===== src/sv/ggpc_pkg.sv =====
package ggpc_pkg;

   // Number of CORDIC micro-rotations; range 8 to 24.
   localparam int CORDIC_STEPS = 16;
   localparam int ATAN_LEN     = 24;

   // Integer square root of a 33-bit sum gives a 17-bit root, one bit per cell.
   localparam int SQRT_BITS = 17;
   localparam int CHAIN_LEN = (CORDIC_STEPS > SQRT_BITS) ? CORDIC_STEPS : SQRT_BITS;
   localparam int STEP_W    = $clog2(CHAIN_LEN);

   localparam int POS_W   = 16;
   localparam int DIFF_W  = 17;
   localparam int HEAD_W  = 15;
   localparam int XY_FRAC = 12;
   localparam int XY_W    = 32;
   localparam int Z_W     = 24;
   localparam int SQ_W    = 33;
   localparam int ROOT_W  = 17;
   localparam int ERR_W   = 15;
   localparam int GAIN_W  = 12;
   localparam int TOL_W   = 15;
   localparam int LIN_W   = 15;
   localparam int ANG_W   = 16;

   localparam int CSR_INDEX_W = 2;
   localparam int CSR_DATA_W  = 15;

   localparam logic [CSR_INDEX_W-1:0] CSR_LINEAR_GAIN  = 2'd0;
   localparam logic [CSR_INDEX_W-1:0] CSR_ANGULAR_GAIN = 2'd1;
   localparam logic [CSR_INDEX_W-1:0] CSR_ARRIVAL_TOL  = 2'd2;

   localparam logic [GAIN_W-1:0] LINEAR_GAIN_RESET  = 12'd256;
   localparam logic [GAIN_W-1:0] ANGULAR_GAIN_RESET = 12'd512;
   localparam logic [TOL_W-1:0]  ARRIVAL_TOL_RESET  = 15'd26;

   localparam logic signed [Z_W-1:0]    PI_Q20     = 24'sd3294199;
   localparam logic signed [DIFF_W-1:0] PI_Q12     = 17'sd12868;
   localparam logic signed [DIFF_W-1:0] TWO_PI_Q12 = 17'sd25736;

   // One beat moving down the cell chain: CORDIC vector, angle, root and remainder.
   typedef struct packed {
      logic                     valid;
      logic                     zero;
      logic signed [XY_W-1:0]   x;
      logic signed [XY_W-1:0]   y;
      logic signed [Z_W-1:0]    z;
      logic [SQ_W-1:0]          rem;
      logic [ROOT_W-1:0]        root;
      logic signed [HEAD_W-1:0] heading;
   } cell_beat_type;

   typedef struct packed {
      logic [LIN_W-1:0]        linear_velocity;
      logic signed [ANG_W-1:0] angular_velocity;
      logic                    arrived;
   } rsp_beat_type;

   // atan(2^-i) in Q.20 radians, rounded to nearest
   function automatic logic signed [Z_W-1:0] atan_q20(input logic [STEP_W-1:0] step);
      logic signed [Z_W-1:0] value;
      case (int'(step))
         0:  value = 24'sd823550;
         1:  value = 24'sd486170;
         2:  value = 24'sd256879;
         3:  value = 24'sd130396;
         4:  value = 24'sd65451;
         5:  value = 24'sd32757;
         6:  value = 24'sd16383;
         7:  value = 24'sd8192;
         8:  value = 24'sd4096;
         9:  value = 24'sd2048;
         10: value = 24'sd1024;
         11: value = 24'sd512;
         12: value = 24'sd256;
         13: value = 24'sd128;
         14: value = 24'sd64;
         15: value = 24'sd32;
         16: value = 24'sd16;
         17: value = 24'sd8;
         18: value = 24'sd4;
         19: value = 24'sd2;
         20: value = 24'sd1;
         default: value = '0;
      endcase
      return value;
   endfunction

endpackage


===== src/sv/ggpc_cell.sv =====
module ggpc_cell
   import ggpc_pkg::*;
(
   input  logic              clock,
   input  logic              reset,
   input  logic              advance,
   input  logic [STEP_W-1:0] step,
   input  cell_beat_type     up,
   output cell_beat_type     down
);

   cell_beat_type          beat_ff;
   cell_beat_type          beat_in;
   logic signed [XY_W-1:0] x_shift;
   logic signed [XY_W-1:0] y_shift;
   logic [STEP_W-1:0]      bit_pos;
   logic [SQ_W+1:0]        trial;
   logic [SQ_W+1:0]        rem_wide;

   assign x_shift  = up.x >>> step;
   assign y_shift  = up.y >>> step;
   assign bit_pos  = STEP_W'(SQRT_BITS - 1) - step;
   // (root + 2^k)^2 - root^2 = root * 2^(k+1) + 2^(2k)
   assign trial    = ({{(SQ_W + 2 - ROOT_W){1'b0}}, up.root} << (bit_pos + 1))
                   + ((SQ_W + 2)'(1) << (2 * bit_pos));
   assign rem_wide = {2'b00, up.rem};

   always_comb begin
      beat_in = up;
      // one micro-rotation, driving y toward zero
      if (step < STEP_W'(CORDIC_STEPS)) begin
         if (!up.y[XY_W-1]) begin
            beat_in.x = up.x + y_shift;
            beat_in.y = up.y - x_shift;
            beat_in.z = up.z + atan_q20(step);
         end else begin
            beat_in.x = up.x - y_shift;
            beat_in.y = up.y + x_shift;
            beat_in.z = up.z - atan_q20(step);
         end
      end
      // one root bit, most significant first
      if (step < STEP_W'(SQRT_BITS)) begin
         if (rem_wide >= trial) begin
            beat_in.rem  = SQ_W'(rem_wide - trial);
            beat_in.root = up.root | (ROOT_W'(1) << bit_pos);
         end
      end
   end

   always_ff @(posedge clock) begin
      if (reset) begin
         beat_ff.valid <= 1'b0;
      end else if (advance) begin
         beat_ff <= beat_in;
      end
   end

   assign down = beat_ff;

endmodule


===== config.mk =====
export PLATFORM = sky130hd
export DESIGN_NAME = ggpc_cell
export DESIGN_NICKNAME = d
export VERILOG_FILES = /design/src/sv/ggpc_pkg.sv /design/src/sv/ggpc_cell.sv
export SDC_FILE = /design/constraint.sdc
export NUM_CORES = 1
export LEC_CHECK = 0
export BUFFER_PORTS_ARGS = -buffer_cell sky130_fd_sc_hd__buf_2
export CAP_MARGIN = 40
export CORE_ASPECT_RATIO = 0.6
export CORE_MARGIN = 3
export CORE_UTILIZATION = 45
export DETAILED_ROUTE_END_ITERATION = 7
export HOLD_SLACK_MARGIN = 0.06
export PLACE_DENSITY = 0.66
export SETUP_SLACK_MARGIN = 0.3
export SLEW_MARGIN = 15
export SYNTH_ARGS = -nofsm -noshare
export SYNTH_HDL_FRONTEND = slang
export SYNTH_SLANG_ARGS = --single-unit

===== constraint.sdc =====
create_clock -name clock -period 14.4 [get_ports clock]
set_input_delay 2.16 -clock clock [delete_from_list [all_inputs] [get_ports clock]]
set_output_delay 2.16 -clock clock [all_outputs]
set_load 0.02 [all_outputs]

After elaboration in Yosys (flattened, before gate mapping)
Memories as Yosys holds them, arrays and structs flattened.
Index checks and enable logic that the tools add are counted.
{ "totals": {"ff_bits": 155, "latch_bits": 0, "ram_bits": 0, "mem_bits_ro": 1280, "inputBits": 163, "out_inout_bits": 155, "n_memories": 2} }
{ "op_classes": {"add_sub_neg": 10, "n_mul": 0, "div_mod_pow": 0, "magnitude_cmp": 3, "n_eq_ne": 0, "shifts": 5, "n_mux": 8, "bitwise": 2, "reduce_logical": 1} }
{ "memory_table": {"columns": ["name", "depth", "word_bits", "rd", "rd_ports_with_merged_regs", "wr", "line_no", "text"], "rows": [
  ["(name not given)", 32, 20, 1, 0, 0, "ggpc_pkg.sv:62", "case (int'(step))"],
  ["(name not given)", 32, 20, 1, 0, 0, "ggpc_pkg.sv:62", null]
]} }
{ "ops": {"columns": ["operator", "count"], "rows": [
  ["$mux 88", 2],
  ["$mux 50", 2],
  ["$mux 24", 4],
  ["$add 32x32->32", 2],
  ["$sshr 32x5->32", 2],
  ["$sub 32x32->32", 2],
  ["$add 35x35->35", 1],
  ["$ge 33x35->1", 1],
  ["$shl 1x6->35 const A", 1],
  ["$shl 17x6->35", 1],
  ["$sub 33x33->33", 1],
  ["$add 24x24->24", 1],
  ["$sub 24x24->24", 1],
  ["$or 17x17->17", 1],
  ["$shl 1x5->17 const A", 1],
  ["$lt 5x5->1 const B", 2],
  ["$add 5x1->6 const B", 1],
  ["$sub 5x5->5 const A", 1],
  ["$reduce_and 2->1", 1],
  ["$not 1->1", 1]
]} }

Depth between registers and ports, before layout
Gate-level depths: netlist of the first run.
{ "depth": {"word_depth": 7, "mapped_depth": 44, "depth_no_buf": 36} }

Least setup slack after synthesis of the first run
OpenSTA, ideal clock, no wires.
{ "synth_timing": {"path_type": "input to register", "startpoint": "in step[0]", "endpoint": "reg beat_ff, in the netlist down[62], data pin", "setup_ns": 0.262, "arrival_time_ns": 9.987, "required_ns": 14.138, "setup_slack_ns": 4.151, "cell_stages": 42, "n_path_buf": 9, "path_cell_list": "buf_6 buf_8 buf_8 buf_12 buf_4 buf_2 clkinv_1 ha_1 inv_1 nor3_1 ha_1 clkbuf_1 a21boi_0 a211oi_1 o41a_1 clkbuf_1 nand2_1 nor2_1 (+6 left out) a41oi_4 o31ai_4 a311oi_4 nor2_1 a21oi_1 xnor2_1 ha_1 a21o_1 a21oi_1 nor2b_1 or4_1 o211ai_1 a21oi_1 o21a_1 nor2_1 a211oi_4 buf_4 mux2_1"} }
{ "synth_lines": {"columns": ["element", "line_no", "text"], "rows": [
  ["start: declaration", "ggpc_cell.sv:7", "input logic [STEP_W-1:0] step,"],
  ["end signal: assignment", "ggpc_cell.sv:55", "beat_ff <= beat_in;"],
  ["end: declaration", "ggpc_cell.sv:12", "cell_beat_type beat_ff;"]
]} }

==> metrics.txt, run 1 <==
cells taking the most area after synthesis=edfxtp_1 23%, ha_1 9.5%, mux4_2 7.8%, xnor2_1 4.8%, nand2_1 4.8%; clk root buf=clkbuf_16; top-count cell post-synth=nand2_1; Yosys top cell by area=edfxtp_1; Seq cells post-synth=155; most instantiated cells after synthesis=258 x nand2_1, 188 x a21oi_1, 180 x o21ai_0, 154 x edfxtp_1, 154 x ha_1; Buffers on Ports=317; Cell Area, Synth=0.0203 mm²; Ports=318; internal power=1.31 mW; Congestion Overflow GR=0; Post-CTS Setup Bufs=0; Unique masters post-synth=99; combinational power share=0.533; FF-to-FF setup slack=13.82 ns; Post-synth ARST share=0; Leak=9.62 nW; via density per instance=6.21; Tot Pwr=2.32 mW; Largest stage delay, worst path=0.57 ns; worst setup path class=primary input to register; Net Sw Frac=0.436; final setup violation count=0; total track usage=0.307; worst endpoint required time=14.60 ns; post-CTS sizing=0; vias in the first global route=18200; Flop pwr share=0.248; final count of hold timing violations=0; worst skew pair latency=0.46 ns; Post-Syn Instances=2294; global-route wire length before repair=112000 µm; worst reg-to-reg path cell count=2; Num CTS Buffers=17; DRT Wirelength=75200 µm; CP arrival=11.76 ns; outcome=finished, final reports clean; Syn Nets=2615; hold_buf cts=0; DRC Markers=0; Pins Over Slew Limit=0; maximum vdd drop=0.0000553 V; max capacitance violation total=0; WL per Instance=23.8 µm; Worst-path clk slew=0.08 ns; Max Clock Freq=0.0865 GHz; Site Rows=59; CTS tree=built; TritonCTS Sinks=155; Antenna Nets Post-Route=0; Setup crit start=step[1]; chip width=280 µm; Clock Skew=0 ns; ys flop type=edfxtp_1; crit path max-delay cell type=buf_4; Clk pwr share=0.219; Post-Layout Inst Area=0.0231 mm²; die footprint=0.0479 mm²; Placer Congestion=0.991; Synth Area per Inst=8.86 µm²; Iteration-0 DRC Markers=2103; Psw=1.01 mW; share of cells above drive strength 1=0.220; multi-input logic area=0.0150 mm²; DRT Pass-1 Iters=5; Worst Max-Slew Pin Slew=0.879 ns; Worst setup SP type=primary input; Post-Route Setup TNS=0 ns; initial antenna violation count=6; register area share after synthesis=0.228; pin count of the biggest net entering global routing=99; max FFs per register=155; nets@finish=2885; Final period util=0.803; Cell Pwr Density=100 mW/mm²; most numerous cell on the critical path=ha_1; FF+latch area=0.00464 mm²; Worst Hold Class=register to register; RSZ-0062 raised after global routing=false; yosys warns=0; grt peak-use layer=met1; worst hold margin=0.501 ns; Crit Path Max Fanout=43; top-area cell type share of the netlist area=0.227; R2R Path Start=down[154]$_SDFFE_PP0P_; via count=19600; CP endpoint kind=register; die height=171 µm; area of placed instances=0.0224 mm²; H-tree depth=4; RR Endpoint=down[154]$_SDFFE_PP0P_; Initial Utilization=0.462; CTS max path bufs=2; Area growth syn-to-layout=13.9%; CP endpoint=down[39]$_DFFE_PP_; Final HPWL DP=60000 µm; grt met1 use=0.479; core area=0.0440 mm²; min Tclk post-route=11.56 ns; met3 Track Usage GR=0.110; Fill cells=4084; Post-synth EDFFs=154; slew margin rel.=0.406; met2 Usage GRT=0.401
==> per-stage QoR <==
step	instances	setup slack, ns	util
global route	3158	2.07	0.526
CTS	3149	2.98	0.524
global placement	3109	2.77	0.509
floorplan	2294	4.15	-
detailed placement	3117	2.56	0.510
finish	3158	2.84	0.526
==> cell usage in the layout, fill, tap and decap left out, drive strengths merged, types with 12 or more instances in the layout <==
cell,n
nor3,51
a21oi,191
mux2,84
buf,359
o31ai,22
mux2i,65
o21ai,184
and3,22
and2,37
clkbuf,18
a31oi,40
nor2,156
nor2b,27
a21o,73
o21bai,17
o21a,24
nand3,47
inv,71
nand2,259
or3,12
a211oi,17
edfxtp,154
xnor2,111
mux4,83
nand2b,34
ha,154
or2,14
xor2,77
==> worst min path at each step <==
| stage | depth (start not counted) | to | slack, ns | start |
|---|---|---|---|---|
| after global placement | 2 | down[154]$_SDFFE_PP0P_ | 0.48 | down[154]$_SDFFE_PP0P_ |
| after CTS | 2 | down[154]$_SDFFE_PP0P_ | 0.51 | down[154]$_SDFFE_PP0P_ |
| after detailed placement | 2 | down[154]$_SDFFE_PP0P_ | 0.49 | down[154]$_SDFFE_PP0P_ |
| final | 2 | down[154]$_SDFFE_PP0P_ | 0.50 | down[154]$_SDFFE_PP0P_ |
| after floorplan | 2 | down[154]$_SDFFE_PP0P_ | 0.58 | down[154]$_SDFFE_PP0P_ |
| after global routing | 2 | down[154]$_SDFFE_PP0P_ | 0.55 | down[154]$_SDFFE_PP0P_ |
==> critical path, delay by kind of cell <==
kind	cells	cell delay (ns)
and+or+nand+nor	11	1.70
AOI/OAI and AO/OA	12	3.91
xor gates and xnor gates	1	0.07
adders and majority gates	4	1.46
muxes	1	0.39
buffers and inverters	6	1.97
==> cell type report <==
type	count	area share
timing repair buffer	360	0.0845
clock inverter	15	0.00773
antenna	2	0.000216
sequential	155	0.201
clock buffer	17	0.0184
inverter	65	0.0105
multi-input combinational	1965	0.647
tap	579	0.0313
==> layer usage <==
metal  wire length, µm  vias to the layer above
met1             36600                     9469
met4               704                        8
li1                  -                     9194
met5               144                        -
met2             28700                      902
met3              8920                       52
==> cell families after synthesis <==
kind of cell               synth area share
AOI/OAI and AO/OA                     0.213
xor gates and xnor gates             0.0810
adders and majority gates            0.0987
buffers and inverters                0.0370
DFF                                   0.228
muxes                                 0.174
and+or+nand+nor                       0.168
==> power by group through the flow <==
stage               combinational, mW  clock, mW  sequential (mW)
finish                           1.24      0.507            0.576
CTS                              1.21      0.515            0.577
floorplan                       0.797          0            0.651
detailed placement               1.20          0            0.586
global route                     1.35      0.531            0.581
global placement                 1.19          0            0.586
(Power assumes the default switching activity.)
==> inputs of run 2 (changes only) <==
Settings changed: PLACE_DENSITY 0.66 to 0.68.
Clock period 14.4 ns to 9.5 ns, I/O delays scaled along.
==> run 2 against run 1 <==
First-iteration DRC count rose by 21%. Setup slack got worse by 2.1 ns. Cell count rose by 0.82%. Register-to-register slack got worse by 5.0 ns. Critical path depth fell by 3. Clock power rose by 47%. Total power rose by 51%.
==> metrics.txt, run 2 (synthesis results as in run 1) <==
min Tclk post-route=8.79 ns; die footprint=0.0479 mm²; Tot Pwr=3.51 mW; maximum vdd drop=0.000119 V; hold_buf cts=0; global-route wire length before repair=113000 µm; Placer Congestion=1.05; commonest non-fill, non-tap cell in the layout=buf_2; chip width=280 µm; DRT Wirelength=76400 µm; H-tree depth=4; fin cells=3184; Post-Place Setup Slack=-0.0916 ns; DRC Markers=0; slew margin rel.=0.381; most numerous cell on the critical path=a21oi_1; vias in the first global route=18600; Num CTS Buffers=17; CP arrival=9.01 ns; die height=171 µm; core area=0.0440 mm²; nets@finish=2908; Worst Max-Slew Pin Slew=0.903 ns; worst setup path class=primary input to register; most frequent cells in the layout=320 x buf_2, 258 x nand2_1, 188 x a21oi_1; outcome=finished, final reports clean; DRT Pass-1 Iters=6; Largest stage delay, worst path=0.57 ns; Post-Route Setup TNS=0 ns; Cell Pwr Density=150 mW/mm²; CTS tree=built; Antenna Nets Post-Route=0; initial antenna violation count=9; final setup violation count=0; via count=20100; clk root buf=clkbuf_16; Worst Hold Class=register to register; worst endpoint required time=9.72 ns; Inst Count DP=3143; Buffers on Ports=317; pin count of the biggest net entering global routing=95; Site Rows=59; worst skew pair latency=0.47 ns; Congestion Overflow GR=0; share of cells above drive strength 1=0.230; max capacitance violation total=0; worst setup margin=0.708 ns; Crit Path Max Fanout=50; Worst-path clk slew=0.08 ns; Worst setup SP type=primary input; CP endpoint kind=register; Final period util=0.925; via density per instance=6.31; Pins Over Slew Limit=0; Post-CTS Setup Bufs=0; Max Clock Freq=0.114 GHz; Iteration-0 DRC Markers=2539; TritonCTS Sinks=155; crit path max-delay cell type=nor2_2; max FFs per register=155; total track usage=0.311; Area growth syn-to-layout=14.9%; Ports=318; final count of hold timing violations=0; Leak=9.75 nW; RSZ-0062 raised after global routing=false; Initial Utilization=0.462; Final HPWL DP=61200 µm; WL per Instance=24.0 µm; Clock Skew=0 ns; CTS max path bufs=2
[run 2: changes by cell type in the layout (fill, tap and decap cells not counted), moves of 2 or more]
cell       previous run  this run
buf_4                31        57
clkinv_8              0         5
buf_12                0         3
diode_2               2         5
inv_6                 5         2
buf_1                 2         0
buf_2               322       320
bufinv_16             2         0
nor3_1               47        45
nor3_2                4         6
o31ai_1              21        19
o31ai_2               0         2
[run 2: final cells by class]
type | instances | area [µm²]
fillers | 4115 | 20600
multi-input cells | 1965 | 15000
flip-flops and latches | 155 | 4640
repair buffers | 383 | 2150
well taps | 579 | 724
clock buffers | 17 | 425
inverters | 65 | 245
clock inverters | 15 | 178
diodes | 5 | 12.5
[run 2: through the flow]
| step | instance area, µm² | utilization | hold WS, ns |
|---|---|---|---|
| 3_5_place_dp | 22700 | 0.515 | 0.512 |
| 3_3_place_gp | 22600 | 0.514 | 0.475 |
| 6_report | 23400 | 0.531 | 0.539 |
| 2_1_floorplan | 20300 | - | 0.579 |
| 5_1_grt | 23400 | 0.531 | 0.582 |
| 4_1_cts | 23300 | 0.529 | 0.539 |
[run 2: worst paths after layout]
check	start	endpoint	slack, ns	cells past startpoint
worst max register to register	down[154]$_SDFFE_PP0P_	down[154]$_SDFFE_PP0P_	8.87	2
worst max-delay path	step[0]	down[42]$_DFFE_PP_	0.71	32
worst min-delay path	down[154]$_SDFFE_PP0P_	down[154]$_SDFFE_PP0P_	0.54	2
worst min register to register	down[154]$_SDFFE_PP0P_	down[154]$_SDFFE_PP0P_	0.54	2
[run 2: what timing repair did]
| item | CTS | global route |
|---|---|---|
| gates resized for setup | 0 | 10 |
| setup endpoints to repair | 0 | 50 |
| hold endpoints to repair | 0 | 0 |
[run 2: report_power, final]
part | internal (mW) | switching [mW]
Sequential | 0.856 | 0.0201
Clock | 0.356 | 0.387
Combinational | 0.741 | 1.15
[run 2: worst max-delay path, delay by kind of cell]
kind	cells	cell delay (ns)
fa+ha+maj	3	0.90
mux	4	1.30
simple gates	7	1.74
xor+xnor	1	0.15
compound gates	12	2.37
buf+inv	5	1.13
[run 2: routing by layer]
| metal | vias up | wire length [µm] | GRT usage |
|---|---|---|---|
| li1 | 9248 | - | - |
| met1 | 9658 | 36000 | 0.476 |
| met2 | 1073 | 28900 | 0.402 |
| met3 | 91 | 10100 | 0.120 |
| met4 | 6 | 1380 | 0.0726 |
| met5 | - | 28 | 0 |
==> inputs of run 3 (changes only) <==
==> constraint.sdc (replaced) <==
create_clock -name clock -period 9.5 [get_ports clock]
set_input_delay 2.85 -clock clock [delete_from_list [all_inputs] [get_ports clock]]
set_output_delay 2.85 -clock clock [all_outputs]
set_load 0.02 [all_outputs]
==> run 3 against run 2 <==
Count of clock-buffer cells in the layout unchanged. Total power rose by 9.1%. Via count grew 5.7%. First-iteration DRC count shrank 2.8%. Die area stayed put. Hold slack got worse by 0.047 ns. Combinational power grew 16%. Critical path depth stayed put. Maximum frequency decreased by 3.7%. Clock power grew 1%. Routed wire length rose by 2.4%. Clock skew unchanged.
==> metrics.txt, run 3 (synthesis results as in run 1) <==
Post-Place Setup Slack=-0.211 ns; Pins Over Slew Limit=0; commonest non-fill, non-tap cell in the layout=buf_4; DRT Wirelength=78300 µm; Max Clock Freq=0.110 GHz; DRC Markers=0; Initial Utilization=0.462; final count of hold timing violations=0; FF+latch area=0.00464 mm²; Max Used Layer=met5; Worst Hold Class=register to register; CP endpoint=down[47]$_DFFE_PP_; Crit Path Max Fanout=9; Net Sw Frac=0.420; Area growth syn-to-layout=27.8%; FF-to-FF setup slack=8.92 ns; RSZ-0062 raised after global routing=true; CTS max path bufs=2; Setup crit start=step[1]; Final period util=0.961; via density per instance=6.12; Congestion Overflow GR=0; Inst Count DP=3406; CP endpoint kind=register; worst endpoint required time=9.71 ns; worst setup path class=primary input to register; crit path max-delay cell type=mux4_2; metal2 WL=29800 µm; cell family with most CP delay=compound AO/OA/AOI/OAI gates; nets@finish=3194; R2R Path Start=down[154]$_SDFFE_PP0P_; Flop pwr share=0.228; via count=21200; outcome=finished, final reports clean; Largest stage delay, worst path=0.57 ns; Antenna Nets Post-Route=0; DRT Pass-1 Iters=6; Psw=1.61 mW; total track usage=0.313; Cell Pwr Density=147 mW/mm²; share of cells above drive strength 1=0.323; Buffers on Ports=317; Num CTS Buffers=17; Fill cells=3923; Worst setup SP type=primary input; fin cells=3469; Site Rows=59; WP depth=32; internal power=2.22 mW; worst skew pair latency=0.46 ns; max FFs per register=155; die height=171 µm; worst reg-to-reg path cell count=2; Worst-path clk slew=0.08 ns; Buf+Inv Stages, Crit Path=6; combinational power share=0.575; TritonCTS Sinks=155; worst setup margin=0.371 ns; Clock Skew=0 ns; Clk pwr share=0.197; maximum vdd drop=0.0000839 V; chip width=280 µm; WL per Instance=22.6 µm; Iteration-0 DRC Markers=2469; Post-Route Setup TNS=0 ns; vias in the first global route=19200; slew margin rel.=0.348; most frequent cells in the layout=333 x buf_4, 315 x buf_2, 255 x nand2_1; pin count of the biggest net entering global routing=98; Worst Max-Slew Pin Slew=0.951 ns; RR Endpoint=down[154]$_SDFFE_PP0P_; Placer Congestion=1.07; multi-input logic area=0.0153 mm²; core area=0.0440 mm²; min Tclk post-route=9.13 ns; met3 routed WL=10700 µm; hold_buf cts=0; clk root buf=clkbuf_16; CP arrival=9.34 ns; initial antenna violation count=6; Leak=11.3 nW; H-tree depth=4; global-route wire length before repair=115000 µm; max capacitance violation total=0; CTS tree=built; Ports=318; final setup violation count=0; DRT met1 WL=36600 µm; Final HPWL DP=61800 µm; die footprint=0.0479 mm²
## run 3: worst min path at each step
| stage | start | end | slack, ns | cells after the start |
|---|---|---|---|---|
| CTS | down[154]$_SDFFE_PP0P_ | down[154]$_SDFFE_PP0P_ | 0.50 | 2 |
| global placement | down[154]$_SDFFE_PP0P_ | down[154]$_SDFFE_PP0P_ | 0.47 | 2 |
| global route | down[154]$_SDFFE_PP0P_ | down[154]$_SDFFE_PP0P_ | 0.55 | 2 |
| floorplan | down[154]$_SDFFE_PP0P_ | down[154]$_SDFFE_PP0P_ | 0.58 | 2 |
| finish | down[154]$_SDFFE_PP0P_ | down[154]$_SDFFE_PP0P_ | 0.49 | 2 |
| detailed placement | down[154]$_SDFFE_PP0P_ | down[154]$_SDFFE_PP0P_ | 0.48 | 2 |
## run 3: area by class of cell
cell class	instances	area share
antenna	4	0.000385
inverter	65	0.0101
sequential	155	0.179
timing repair buffer	669	0.172
clock buffer	17	0.0164
multi-input combinational	1965	0.588
clock inverter	15	0.00669
tap	579	0.0279
## run 3: worst register-to-register path: cells and delay by family, from the launching register on
| family | cells | cell delay, ns |
|---|---|---|
| DFF | 1 | 0.31 |
| and+or+nand+nor | 1 | 0.05 |
| muxes | 1 | 0.12 |
## run 3: power by group through the flow
stage | Clock [mW] | Combinational [mW] | Sequential, mW
floorplan | 0 | 1.22 | 0.983
CTS | 0.767 | 2.08 | 0.876
detailed placement | 0 | 2.06 | 0.891
finish | 0.754 | 2.20 | 0.875
global route | 0.796 | 2.37 | 0.881
global placement | 0 | 2.03 | 0.889
## run 3: what timing repair did
| item | in CTS | in global routing |
|---|---|---|
| gates cloned | 0 | 3 |
| setup endpoints to repair | 40 | 58 |
| pin swaps | 1 | 35 |
| gates resized for setup | 1 | 63 |
| buffers inserted | 0 | 21 |
## run 3: metrics by stage
stage               total power, mW  cell area (µm²)  hold WS [ns]  utilization
global placement               2.92            24700         0.470        0.562
detailed placement             2.95            24800         0.480        0.563
global route                   4.04            26000         0.553        0.591
finish                         3.83            26000         0.492        0.591
floorplan                      2.20            20500         0.579            -
CTS                            3.72            25400         0.498        0.577
## run 3: layer usage
metal | vias to the layer above | track usage
met5 | - | 0
met4 | 6 | 0.0578
met3 | 98 | 0.129
met2 | 1114 | 0.408
met1 | 10200 | 0.477
li1 | 9808 | -
